[src/rtl/wls_pkg.sv]
package wls_pkg;

  localparam int MAX_LEN = 16;

  typedef struct packed {
    logic [7:0] symbol;
    logic       end_of_word;
  } in_t;

  typedef struct packed {
    logic [7:0] sorted_symbol;
    logic       last_out;
  } out_t;

  // Operation broadcast to every cell of the chain.
  typedef struct packed {
    logic       insert;
    logic       drain;
    logic [7:0] symbol;
  } cell_ctrl_t;

  // What a cell shows to its neighbors.
  typedef struct packed {
    logic [7:0] value;
    logic       valid;
    logic       greater;
  } cell_link_t;

endpackage

[src/rtl/wls_cell.sv]
module wls_cell (
  input  logic               clk,
  input  logic               rst_n,
  input  wls_pkg::cell_ctrl_t ctrl,
  input  wls_pkg::cell_link_t left,
  input  wls_pkg::cell_link_t right,
  output wls_pkg::cell_link_t self
);
  import wls_pkg::*;

  logic [7:0] value_r;
  logic [7:0] value_nxt;
  logic       valid_r;
  logic       valid_nxt;
  logic       greater;
  logic       first_free;

  // A held character larger than the new one moves one place up.
  assign greater    = valid_r && (value_r > ctrl.symbol);
  assign first_free = !valid_r && left.valid;

  always_comb begin
    value_nxt = value_r;
    valid_nxt = valid_r;
    if (ctrl.insert) begin
      if (left.greater) begin
        value_nxt = left.value;
      end else if (greater || first_free) begin
        value_nxt = ctrl.symbol;
      end
      valid_nxt = valid_r || left.valid;
    end else if (ctrl.drain) begin
      value_nxt = right.value;
      valid_nxt = right.valid;
    end
  end

  always_ff @(posedge clk) begin
    if (!rst_n) begin
      valid_r <= 1'b0;
    end else begin
      valid_r <= valid_nxt;
    end
  end

  always_ff @(posedge clk) begin
    value_r <= value_nxt;
  end

  assign self.value   = value_r;
  assign self.valid   = valid_r;
  assign self.greater = greater;

endmodule

[src/rtl/word_letter_sorter.sv]
// Channel  | Ports                        | Handshake
// ---------+------------------------------+-------------------------------
// input    | start, busy, in_word         | taken when start && !busy
// result   | out_strobe, out_word         | strobed while draining, no stall
//
// Each character that fits is inserted in sorted place as it is taken,
// so characters without the end flag are taken back to back. After the
// flagged character the chain shifts toward cell zero one word per cycle
// with busy high, and no new character is taken until the drain ends.
// Reset clears all cell valid bits and the drain state.
module word_letter_sorter (
  input  logic          clk,
  input  logic          rst_n,
  input  logic          start,
  output logic          busy,
  input  wls_pkg::in_t  in_word,
  output logic          out_strobe,
  output wls_pkg::out_t out_word
);
  import wls_pkg::*;

  logic        draining_r;
  logic        draining_nxt;
  logic        accept;
  logic        full;
  cell_ctrl_t  ctrl;
  cell_link_t  link [MAX_LEN];
  cell_link_t  left_edge;
  cell_link_t  right_edge;
  logic [MAX_LEN-1:0] valid_vec;
  logic [MAX_LEN:0]   valid_plus;

  assign accept = start && !draining_r;
  assign full   = link[MAX_LEN-1].valid;

  // Characters beyond the store size are dropped, but their flag still counts.
  assign ctrl.insert = accept && !full;
  assign ctrl.drain  = draining_r;
  assign ctrl.symbol = in_word.symbol;

  assign left_edge  = '{value: 8'd0, valid: 1'b1, greater: 1'b0};
  assign right_edge = '{value: 8'd0, valid: 1'b0, greater: 1'b0};

  for (genvar i = 0; i < MAX_LEN; i++) begin : g_cell
    wls_cell u_cell (
      .clk   (clk),
      .rst_n (rst_n),
      .ctrl  (ctrl),
      .left  ((i == 0) ? left_edge : link[(i == 0) ? 0 : i - 1]),
      .right ((i == MAX_LEN - 1) ? right_edge : link[(i == MAX_LEN - 1) ? i : i + 1]),
      .self  (link[i])
    );
    assign valid_vec[i] = link[i].valid;
  end

  always_comb begin
    draining_nxt = draining_r;
    if (draining_r) begin
      if (!link[1].valid) begin
        draining_nxt = 1'b0;
      end
    end else if (accept && in_word.end_of_word) begin
      draining_nxt = 1'b1;
    end
  end

  always_ff @(posedge clk) begin
    if (!rst_n) begin
      draining_r <= 1'b0;
    end else begin
      draining_r <= draining_nxt;
    end
  end

  assign busy                   = draining_r;
  assign out_strobe             = draining_r;
  assign out_word.sorted_symbol = link[0].value;
  assign out_word.last_out      = !link[1].valid;

  assign valid_plus = {1'b0, valid_vec} + {{MAX_LEN{1'b0}}, 1'b1};

  a_emit_from_held: assert property (@(posedge clk) disable iff (!rst_n)
    out_strobe |-> link[0].valid)
    else $error("result word taken from an empty cell");

  a_last_ends_drain: assert property (@(posedge clk) disable iff (!rst_n)
    (out_strobe && out_word.last_out) |=> (!busy && !link[0].valid))
    else $error("drain did not end after the last word");

  a_mid_word_silent: assert property (@(posedge clk) disable iff (!rst_n)
    (start && !busy && !in_word.end_of_word) |=> !out_strobe)
    else $error("result word without an end of word");

  a_valid_prefix: assert property (@(posedge clk) disable iff (!rst_n)
    $onehot(valid_plus))
    else $error("held characters do not form a contiguous prefix");

endmodule

[config.mk]
export PLATFORM = sky130hd
export DESIGN_NAME = word_letter_sorter
export DESIGN_NICKNAME = d
export VERILOG_FILES = /design/src/rtl/wls_pkg.sv /design/src/rtl/wls_cell.sv /design/src/rtl/word_letter_sorter.sv
export SDC_FILE = /design/constraint.sdc
export NUM_CORES = 1
export LEC_CHECK = 0
export ABC_AREA = 0
export BUFFER_PORTS_ARGS = -buffer_cell sky130_fd_sc_hd__clkbuf_2
export CAP_MARGIN = 20
export CORE_MARGIN = 5
export CORE_UTILIZATION = 65
export CTS_CLUSTER_DIAMETER = 200
export CTS_CLUSTER_SIZE = 25
export DETAILED_ROUTE_END_ITERATION = 16
export GPL_TIMING_DRIVEN = 0
export PLACE_DENSITY = 0.85
export SYNTH_ARGS = -nofsm -noshare
export SYNTH_HDL_FRONTEND = slang
export SYNTH_HIERARCHICAL = 1
export SYNTH_SLANG_ARGS = --single-unit
[constraint.sdc]
create_clock -name clk -period 5.6 [get_ports clk]
set_input_delay 0 -clock clk [delete_from_list [all_inputs] [get_ports clk]]
set_output_delay 0 -clock clk [all_outputs]
set_load 0.005 [all_outputs]
==> results of run 1 <==
state kept, by name (all words and copies together) (netlist names):
signal,count
busy,1
g_cell.u_cell/value_r,128
g_cell.u_cell/valid_r,16
repair_timing:
action | in CTS | in global routing
endpoints found under the hold margin | 1 | 0
hold buffers | 2 | 0
resized for setup | 0 | 0
worst reg2reg max path, delay by kind of cell (launching register included):
family | cells | cell delay (ps)
compound gates | 4 | 1070
flops | 1 | 470
buf+inv | 2 | 260
fa+ha+maj | 1 | 330
simple gates | 3 | 400
per-layer routing:
metal  global-route usage [%]  vias up
li1                         -     4385
met1                    34.08     4284
met2                    48.37      271
met3                    3.449       60
met4                    9.955        0
met5                        0        -
worst paths after layout:
path                                                   from                      endpoint  slack, ps  cells past startpoint
worst max-delay path            g_cell[9].u_cell/value_r[1]  g_cell[10].u_cell/value_r[5]       2700                     10
worst min register to register    g_cell[11].u_cell/valid_r     g_cell[11].u_cell/valid_r        580                      1
worst max register to register  g_cell[9].u_cell/value_r[1]  g_cell[10].u_cell/value_r[5]       2700                     10
worst min-delay path                                  rst_n     g_cell[15].u_cell/valid_r        170                      2
where the power goes:
part	switching [mW]	internal [mW]	total, mW
combinational	0.501	0.376	0.877
clock	0.429	0.726	1.15
sequential	0.134	1.37	1.51
total	1.06	2.47	3.54
stage by stage:
step / hold WS, ps / cell area, sq um / instances / total power, mW / worst slack, ps
6_report: 167.5 / 12650 / 1493 / 3.538 / 2696
5_1_grt: 179.2 / 12650 / 1493 / 3.732 / 2513
4_1_cts: 146.4 / 12650 / 1493 / 3.542 / 2688
3_5_place_dp: 267.6 / 12040 / 1459 / 2.385 / 2433
3_3_place_gp: 272.9 / 11980 / 1455 / 2.330 / -564.0
2_1_floorplan: 141.9 / 11580 / 1208 / 2.117 / 1259
area by class of cell:
| cell class | count | share of cell area, % |
|---|---|---|
| inverter | 129 | 3.827 |
| clock buffer | 27 | 4.133 |
| clock inverter | 5 | 0.5933 |
| sequential | 145 | 33.08 |
| tap | 225 | 2.225 |
| multi-input combinational | 854 | 49.47 |
| timing repair buffer | 28 | 1.454 |
| buffer | 80 | 5.221 |
==> flow_summary.ini, run 1 <==
[worst_setup_path]
cp-start-kind = flop
required_time_worst_endpoint_ps = 5650
timing.critical_path.fanout_max = 9
critical_path.cell_chain = ha_1, nor2b_1, o211ai_1, a21o_1, a21boi_1, buf_4, buf_6, nand3b_1, nor3_1, a21oi_1
crit_buf_inv = 2
critical_path.max_stage_delay_ps = 680
end_kind = flop
cp_top_family = compound AO/OA/AOI/OAI gates
criticalPathCategory = reg -> reg
critical_path_arrival_ps = 2960
critical-path-slowest-cell = sky130_fd_sc_hd__a21oi_1

[pwr]
power.leakage_nw = 5.253
ir_worst_vdd_mv = 0.2162
power.density_nw_per_um2 = 279.6

[routing]
detailroute.wirelength.met3_microns = 1271
drtPass1Iterations = 6
top_layer_used = met4
drt_iter0_drc = 668
m1WireLength_microns = 11590
antenna_left = 0
vias_per_cell = 6.028
total_length_of_routed_wires_microns = 27240
detailroute.via_count = 9000
drc_violation_count_after_routing = 0
per_cell_routed_wire_length_microns = 18.24
routed_length_on_met2_microns = 13700

[floorplan]
die_outline_area_sq_um = 20480
starting_density_pct = 66.35
ioPinCount = 23
dieHeight_microns = 143.1
core-area_sq_um = 17360
dieWidth_microns = 143.1
placementRows = 48

[finish]
most_common_library_cell_in_the_layout_ignoring_fill_and_taps = sky130_fd_sc_hd__a21oi_1
final-seq-area_sq_um = 4185
fin_util_pct = 72.90
final_layout_size_suffix_gt1_share_pct = 10.73
multiInputGateArea_sq_um = 6260
mostFrequentLayoutCells = sky130_fd_sc_hd__a21oi_1, sky130_fd_sc_hd__nor2_1, sky130_fd_sc_hd__inv_1
fillers = 1264
diodes = 0
finish.net_count = 1395
layout-area-overhead-vs-synth_pct = 9.876

[global_routing]
grt_max_degree = 46
global_route.overflow_total = 0
grt_antenna_before_repair = 0
global_route_wire_length_before_repair_microns = 44260
first_global_vias = 8931
grt_use_total_pct = 27.26

[yosys]
synthCells = 1190
netlist_area_sq_um = 11520
synth_area_per_cell_sq_um = 9.677
ys.warnings.count = 6

[min_path]
hold_path_class = in -> reg

[flow_run]
max_cap_violations = 0

[clock_network]
cts_inserted_buffers = 17
cts_num_sinks = 145
postCtsSetupBuffers = 0
worstSkewPairLatency_ps = 430
number_of_h_tree_levels = 4
clk_transition_reported_paths_ps = 60
cts_buffer_depth = 2
tritoncts_clock_tree = yes
clock_tree.root_cell = sky130_fd_sc_hd__clkbuf_16

[sta]
drv_slew = 0
report.final.hold_viol_count = 0
timing_worst_slew_pin_value_ps = 935.9
worst_clock_skew_ps = 9.461
fmax_mhz = 344.3
setup-tns-final_ps = 0
slew_headroom_pct = 37.61
post_layout_minimum_cycle_time_ps = 2904
unrepaired_setup_endpoints_after_global_routing = false
tcrit_tclk_final_pct = 51.86
final-setup-viol-count = 0

[run_status]
result_of_the_run = finished clean

[placed_design]
dp_hpwl_microns = 19700
buffer_ports.inserted = 22
place_congestion = 0.8423
(Power assumes the default switching activity.)
==> run 2, diff against run 1 <==
==> constraint.sdc (replaced) <==
create_clock -name clk -period 2.78 [get_ports clk]
set_input_delay 0 -clock clk [delete_from_list [all_inputs] [get_ports clk]]
set_output_delay 0 -clock clk [all_outputs]
set_load 0.005 [all_outputs]
==> run 2 against run 1 <==
Die area stayed put. Utilization up 0.67 points. Wire length grew 6.4%. Total power is 110% higher. Design area grew 0.92%. Register-to-register slack got worse by 2600 ps. Critical endpoint is now g_cell[1].u_cell/value_r[1]. Combinational power is 110% higher. Sequential power rose by 100%. Clock-buffer cell count decreased by 5.
==> flow_summary.ini, run 2 (synthesis results as in run 1) <==
[pwr]
power.leakage_nw = 5.264
power_share_of_the_sequential_group_pct = 42.1
total_power_mw = 7.261
swShare_pct = 30.62
combinationalPowerShare_pct = 25.1
power.switching_mw = 2.223
ir_worst_vdd_mv = 0.4905
power.density_nw_per_um2 = 568.6
internal_dissipation_mw = 5.038
clockPowerShare_pct = 32.9

[floorplan]
dieHeight_microns = 143.1
placementRows = 48
ioPinCount = 23
core-area_sq_um = 17360
starting_density_pct = 66.35
die_outline_area_sq_um = 20480
dieWidth_microns = 143.1

[clock_network]
cts_buffer_depth = 2
clock_tree.root_cell = sky130_fd_sc_hd__clkbuf_16
clk_transition_reported_paths_ps = 60
cts_inserted_buffers = 17
cts_num_sinks = 145
worstSkewPairLatency_ps = 420
number_of_h_tree_levels = 4
tritoncts_clock_tree = yes

[worst_setup_path]
crit_buf_inv = 2
cp_top_family = compound AO/OA/AOI/OAI gates
critical_path_arrival_ps = 2730
critical_path.cell_chain = ha_1, nor2b_1, o211ai_1, a21o_1, a21boi_1, buf_4, buf_6, nand3b_1, o22ai_1, a21oi_2
critical-path-slowest-cell = sky130_fd_sc_hd__edfxtp_1
cp-start-kind = flop
end_kind = flop
critical_path.max_stage_delay_ps = 470
criticalPathCategory = reg -> reg
required_time_worst_endpoint_ps = 2850
timing.critical_path.fanout_max = 9

[routing]
total_length_of_routed_wires_microns = 28990
vias_per_cell = 6.220
detailroute.via_count = 9293
per_cell_routed_wire_length_microns = 19.40
drc_violation_count_after_routing = 0
drtPass1Iterations = 5
drt_iter0_drc = 801
antenna_left = 0

[sta]
final-setup-viol-count = 0
unrepaired_setup_endpoints_after_global_routing = true
report.final.hold_viol_count = 0
timing.hold.ws_ps = 189.1
worst_clock_skew_ps = 8.337
timing_worst_slew_pin_value_ps = 970.0
slew_headroom_pct = 35.33
fmax_mhz = 375.4
tcrit_tclk_final_pct = 95.82
post_layout_minimum_cycle_time_ps = 2664
drv_slew = 0

[finish]
finish.net_count = 1396
most_common_library_cell_in_the_layout_ignoring_fill_and_taps = sky130_fd_sc_hd__a21oi_1
layout-area-overhead-vs-synth_pct = 10.89
finish.cell_count_without_fillers = 1494
final_layout_size_suffix_gt1_share_pct = 12.29
final_area_sq_um = 12770
diodes = 0
multiInputGateArea_sq_um = 6341
fin_util_pct = 73.57
final-seq-area_sq_um = 4185
fillers = 1211
max_flop_register = g_cell.u_cell/value_r
number_of_flip_flops_in_the_largest_register = 128
mostFrequentLayoutCells = sky130_fd_sc_hd__a21oi_1, sky130_fd_sc_hd__nor2_1, sky130_fd_sc_hd__inv_1

[global_routing]
first_global_vias = 9184
grt_use_total_pct = 28.69
grt_max_degree = 33
global_route.overflow_total = 0
global_route_wire_length_before_repair_microns = 46140
grt_antenna_before_repair = 0

[placed_design]
placed_cells = 1457
buffer_ports.inserted = 22
dpl-instance-area_sq_um = 12080
dp_hpwl_microns = 20120
place_congestion = 0.8658

[run_status]
result_of_the_run = finished clean

[min_path]
hold_path_class = in -> reg

[flow_run]
max_cap_violations = 0
-- run 2: stage by stage --
step,worst slack [ps],TNS [ps]
CTS,145.7,0
global placement,-915.1,-180140
finish,116.2,0
global route,-21.24,-123.3
floorplan,78.06,0
detailed placement,-171.5,-13820
-- run 2: final timing paths --
path | startpoint | to | slack (ps) | depth (start not counted)
min reg2reg | g_cell[0].u_cell/valid_r | g_cell[0].u_cell/valid_r | 580 | 1
max | g_cell[0].u_cell/value_r[1] | g_cell[1].u_cell/value_r[1] | 120 | 10
min | rst_n | g_cell[13].u_cell/valid_r | 190 | 2
max reg2reg | g_cell[0].u_cell/value_r[1] | g_cell[1].u_cell/value_r[1] | 120 | 10
-- run 2: power groups by stage --
stage | Sequential, mW | Clock (mW) | Combinational [mW]
2_1_floorplan | 2.95 | 0 | 1.34
3_3_place_gp | 3.08 | 0 | 1.65
3_5_place_dp | 3.08 | 0 | 1.75
4_1_cts | 3.04 | 2.40 | 1.79
5_1_grt | 3.07 | 2.50 | 2.02
6_report | 3.06 | 2.39 | 1.82
-- run 2: routing by layer --
| metal | track usage (%) | wire, microns | up-vias |
|---|---|---|---|
| met2 | 46.71 | 13160 | 437 |
| met5 | 0 | 0 | - |
| met4 | 11.11 | 925 | 0 |
| li1 | - | - | 4394 |
| met3 | 3.952 | 2615 | 77 |
| met1 | 39.01 | 12290 | 4385 |
-- run 2: layout make-up --
cell class,count,share of cell area [%]
repair buffers,29,1.568
multi-input cells,854,49.66
plain buffers,80,5.173
flip-flops and latches,145,32.77
well taps,225,2.205
inverters,129,3.792
clock inverters,10,1.039
clock buffers,22,3.792
-- run 2: what timing repair did --
action | 4_1_cts | 5_1_grt
pin swaps | 1 | 0
endpoints found under the hold margin | 1 | 0
gates resized for setup | 0 | 2
setup buffers | 3 | 0
endpoints found under the setup margin | 48 | 16
hold buffers | 2 | 0
==> run 3, diff against run 2 <==
--- a/config.mk
+++ b/config.mk
@@ -9,13 +9,13 @@
 export BUFFER_PORTS_ARGS = -buffer_cell sky130_fd_sc_hd__clkbuf_2
 export CAP_MARGIN = 20
 export CORE_MARGIN = 5
-export CORE_UTILIZATION = 65
+export CORE_UTILIZATION = 64
 export CTS_CLUSTER_DIAMETER = 200
 export CTS_CLUSTER_SIZE = 25
 export DETAILED_ROUTE_END_ITERATION = 16
 export GPL_TIMING_DRIVEN = 0
-export PLACE_DENSITY = 0.85
+export PLACE_DENSITY = 0.84
 export SYNTH_ARGS = -nofsm -noshare
 export SYNTH_HDL_FRONTEND = slang
-export SYNTH_HIERARCHICAL = 1
 export SYNTH_SLANG_ARGS = --single-unit
+export TNS_END_PERCENT = 5
==> run 3 against run 2 <==
Sequential power shrank 6%. Clock power is essentially flat. Design area shrank 6.1%. Wire length grew 20%.
==> flow_summary.ini, run 3 <==
[yosys]
synth_top_cells_by_area = sky130_fd_sc_hd__edfxtp_1, sky130_fd_sc_hd__ha_1, sky130_fd_sc_hd__nand3_1, sky130_fd_sc_hd__o211ai_1, sky130_fd_sc_hd__nand2_1
ys.warnings.count = 0
synthDistinctLibCells = 40
synth_fp_nets = 1324
synthAdderAreaFrac_pct = 13.80
yosysMostFrequentCell = sky130_fd_sc_hd__nand3_1
combinational_family_with_the_most_area_after_synthesis = simple AND/OR/NAND/NOR gates
synth-edff-count = 128
yosys.area.top_type_share_pct = 35.33
synth-compound-area-share_pct = 20.63
synthCells = 1192
synth_seq_area_share_pct = 38.46
post_synth_most_frequent_cells = sky130_fd_sc_hd__nand3_1, sky130_fd_sc_hd__o211ai_1, sky130_fd_sc_hd__nand2_1, sky130_fd_sc_hd__edfxtp_1, sky130_fd_sc_hd__ha_1
synth-simple-area-share_pct = 21.64
synth_area_per_cell_sq_um = 9.127
synth_flop_cell = sky130_fd_sc_hd__edfxtp_1
post_synth_xor_area_fraction_pct = 0
asyncSetResetFlopFracSynth_pct = 0
netlist_area_sq_um = 10880
synth_largest_area_cell = sky130_fd_sc_hd__edfxtp_1
synthMuxAreaShare_pct = 0
ys_ff_latch = 145

[worst_setup_path]
required_time_worst_endpoint_ps = 2850
r2r_cells = 6
critical_path_arrival_ps = 2820
worst_r2r_endpoint = g_cell[13].u_cell.value_r[7]
timing.critical_path.fanout_max = 16
cp_launch_point = in_word[2]
rr_startpoint = g_cell[13].u_cell.value_r[3]
cp-start-kind = input port
end_kind = flop
criticalPathCategory = in -> reg
ff2ff_setup_slack_ps = 80

[finish]
fin_util_pct = 72.08
mostFrequentLayoutCells = sky130_fd_sc_hd__nand3_1, sky130_fd_sc_hd__o211ai_1, sky130_fd_sc_hd__nand2_1
most_common_library_cell_in_the_layout_ignoring_fill_and_taps = sky130_fd_sc_hd__nand3_1
number_of_flip_flops_in_the_largest_register = 128
final_area_sq_um = 12000
max_flop_register = g_cell.u_cell.value_r
diodes = 0
final_layout_size_suffix_gt1_share_pct = 11.54
finish.net_count = 1376
layout-area-overhead-vs-synth_pct = 10.27

[clock_network]
clk_transition_reported_paths_ps = 70
clock_tree.root_cell = sky130_fd_sc_hd__clkbuf_16
number_of_h_tree_levels = 4
tritoncts_clock_tree = yes
postCtsSetupBuffers = 0
worstSkewPairLatency_ps = 440
cts_num_sinks = 145
cts_buffer_depth = 2
cts_inserted_buffers = 17

[min_path]
hold_path_startpoint = in_word[0]
hold_path_class = in -> reg
holdPathStages = 4
min_to = busy

[global_routing]
grt_max_degree = 18
grt_use_total_pct = 34.90
global_route.overflow_total = 0
global_route_wire_length_before_repair_microns = 54320
grt_antenna_before_repair = 0
first_global_vias = 10180

[sta]
post_layout_minimum_cycle_time_ps = 2748
report.final.hold_viol_count = 0
tcrit_tclk_final_pct = 98.85
slew_headroom_pct = 25.05
final-setup-viol-count = 0
unrepaired_setup_endpoints_after_global_routing = true
timing_worst_slew_pin_value_ps = 1123
drv_slew = 0
timing.hold.ws_ps = 23.46
worst_clock_skew_ps = 12.25
fmax_mhz = 363.9

[floorplan]
ioPinCount = 23
starting_density_pct = 65.37
dieHeight_microns = 140.4
placementRows = 47
dieWidth_microns = 140.4
die_outline_area_sq_um = 19710
core-area_sq_um = 16640

[run_status]
result_of_the_run = finished clean

[routing]
detailroute.via_count = 10670
antenna_left = 0
vias_per_cell = 7.223
drtPass1Iterations = 7
per_cell_routed_wire_length_microns = 23.65
drt_iter0_drc = 1758
drc_violation_count_after_routing = 0
total_length_of_routed_wires_microns = 34930

[placed_design]
dpl-instance-area_sq_um = 11270
dp_hpwl_microns = 23770
buffer_ports.inserted = 22
place_congestion = 0.9671

[pwr]
ir_worst_vdd_mv = 0.4788
power.density_nw_per_um2 = 569.1
power.leakage_nw = 4.646

[flow_run]
max_cap_violations = 0
-- run 3: cell count changes in the layout (fill, tap and decap cells not counted), moves of 36 or more --
| cell | change |
|---|---|
| sky130_fd_sc_hd__buf_4 | -50 |
| sky130_fd_sc_hd__o211ai_1 | +127 |
| sky130_fd_sc_hd__mux2i_1 | -128 |
| sky130_fd_sc_hd__nor2_1 | -132 |
| sky130_fd_sc_hd__nand3_1 | +203 |
| sky130_fd_sc_hd__a21oi_1 | -80 |
| sky130_fd_sc_hd__inv_1 | -100 |
| sky130_fd_sc_hd__o21ai_0 | +36 |
| sky130_fd_sc_hd__nand2_1 | +129 |
-- run 3: per-stage QoR --
step                total power, mW  setup TNS [ps]  setup slack (ps)  std cells
detailed placement            4.349          -28460            -528.9       1435
global placement              4.280          -25020            -489.1       1434
finish                        6.828               0             32.07       1477
global route                  7.059          -457.9            -63.70       1477
floorplan                     3.861               0             356.3       1192
CTS                           6.732               0             45.50       1476
-- run 3: layout make-up --
class | instances | area (sq um)
repair buffers | 33 | 212.7
inverters | 39 | 150.1
plain buffers | 87 | 447.9
flip-flops and latches | 145 | 4184
fillers | 1216 | 4646
well taps | 220 | 275.3
clock inverters | 14 | 181.4
clock buffers | 18 | 429.2
multi-input cells | 921 | 6116
-- run 3: worst max-delay path by stage --
stage | end | slack (ps)
after global placement | g_cell[13].u_cell.value_r[1] | -490
final | g_cell[13].u_cell.value_r[7] | 30
after CTS | g_cell[0].u_cell.value_r[3] | 50
after floorplan | g_cell[13].u_cell.value_r[0] | 360
after detailed placement | g_cell[13].u_cell.value_r[1] | -530
after global routing | g_cell[13].u_cell.value_r[7] | -60
-- run 3: power breakdown --
group,switching [mW],internal [mW]
sequential,0.212,2.68
clock,0.995,1.43
combinational,0.995,0.521
total,2.20,4.63
-- run 3: kinds of logic (layout without fill, tap and decap cells) --
group | after synthesis | after routing
AOI/OAI and AO/OA | 334 | 334
adders and majority gates | 120 | 120
buffers and inverters | 126 | 191
DFF | 145 | 145
and+or+nand+nor | 467 | 467
-- run 3: critical path, stage by stage --
cell and delay, ps:
sky130_fd_sc_hd__clkbuf_2 90, sky130_fd_sc_hd__inv_1 790, sky130_fd_sc_hd__ha_1 400, sky130_fd_sc_hd__nand4_1 140, sky130_fd_sc_hd__or3b_4 420, sky130_fd_sc_hd__a21oi_4 270
sky130_fd_sc_hd__nor3_1 140, sky130_fd_sc_hd__a41oi_2 550
-- run 3: routing by layer --
| layer | GRT usage, % | share of wire [%] | vias up |
|---|---|---|---|
| met5 | 0 | 0 | - |
| met4 | 15.81 | 5.1 | 0 |
| met3 | 8.419 | 13 | 183 |
| met2 | 55.19 | 45 | 808 |
| met1 | 45.52 | 37 | 5016 |
| li1 | - | - | 4662 |
-- run 3: repair_timing --
| item | 4_1_cts | 5_1_grt |
|---|---|---|
| cloned | 0 | 0 |
| resized for setup | 3 | 0 |
| endpoints found under the hold margin | 14 | 0 |
| hold buffers | 9 | 0 |
| endpoints found under the setup margin | 16 | 8 |
| pin swaps | 0 | 0 |
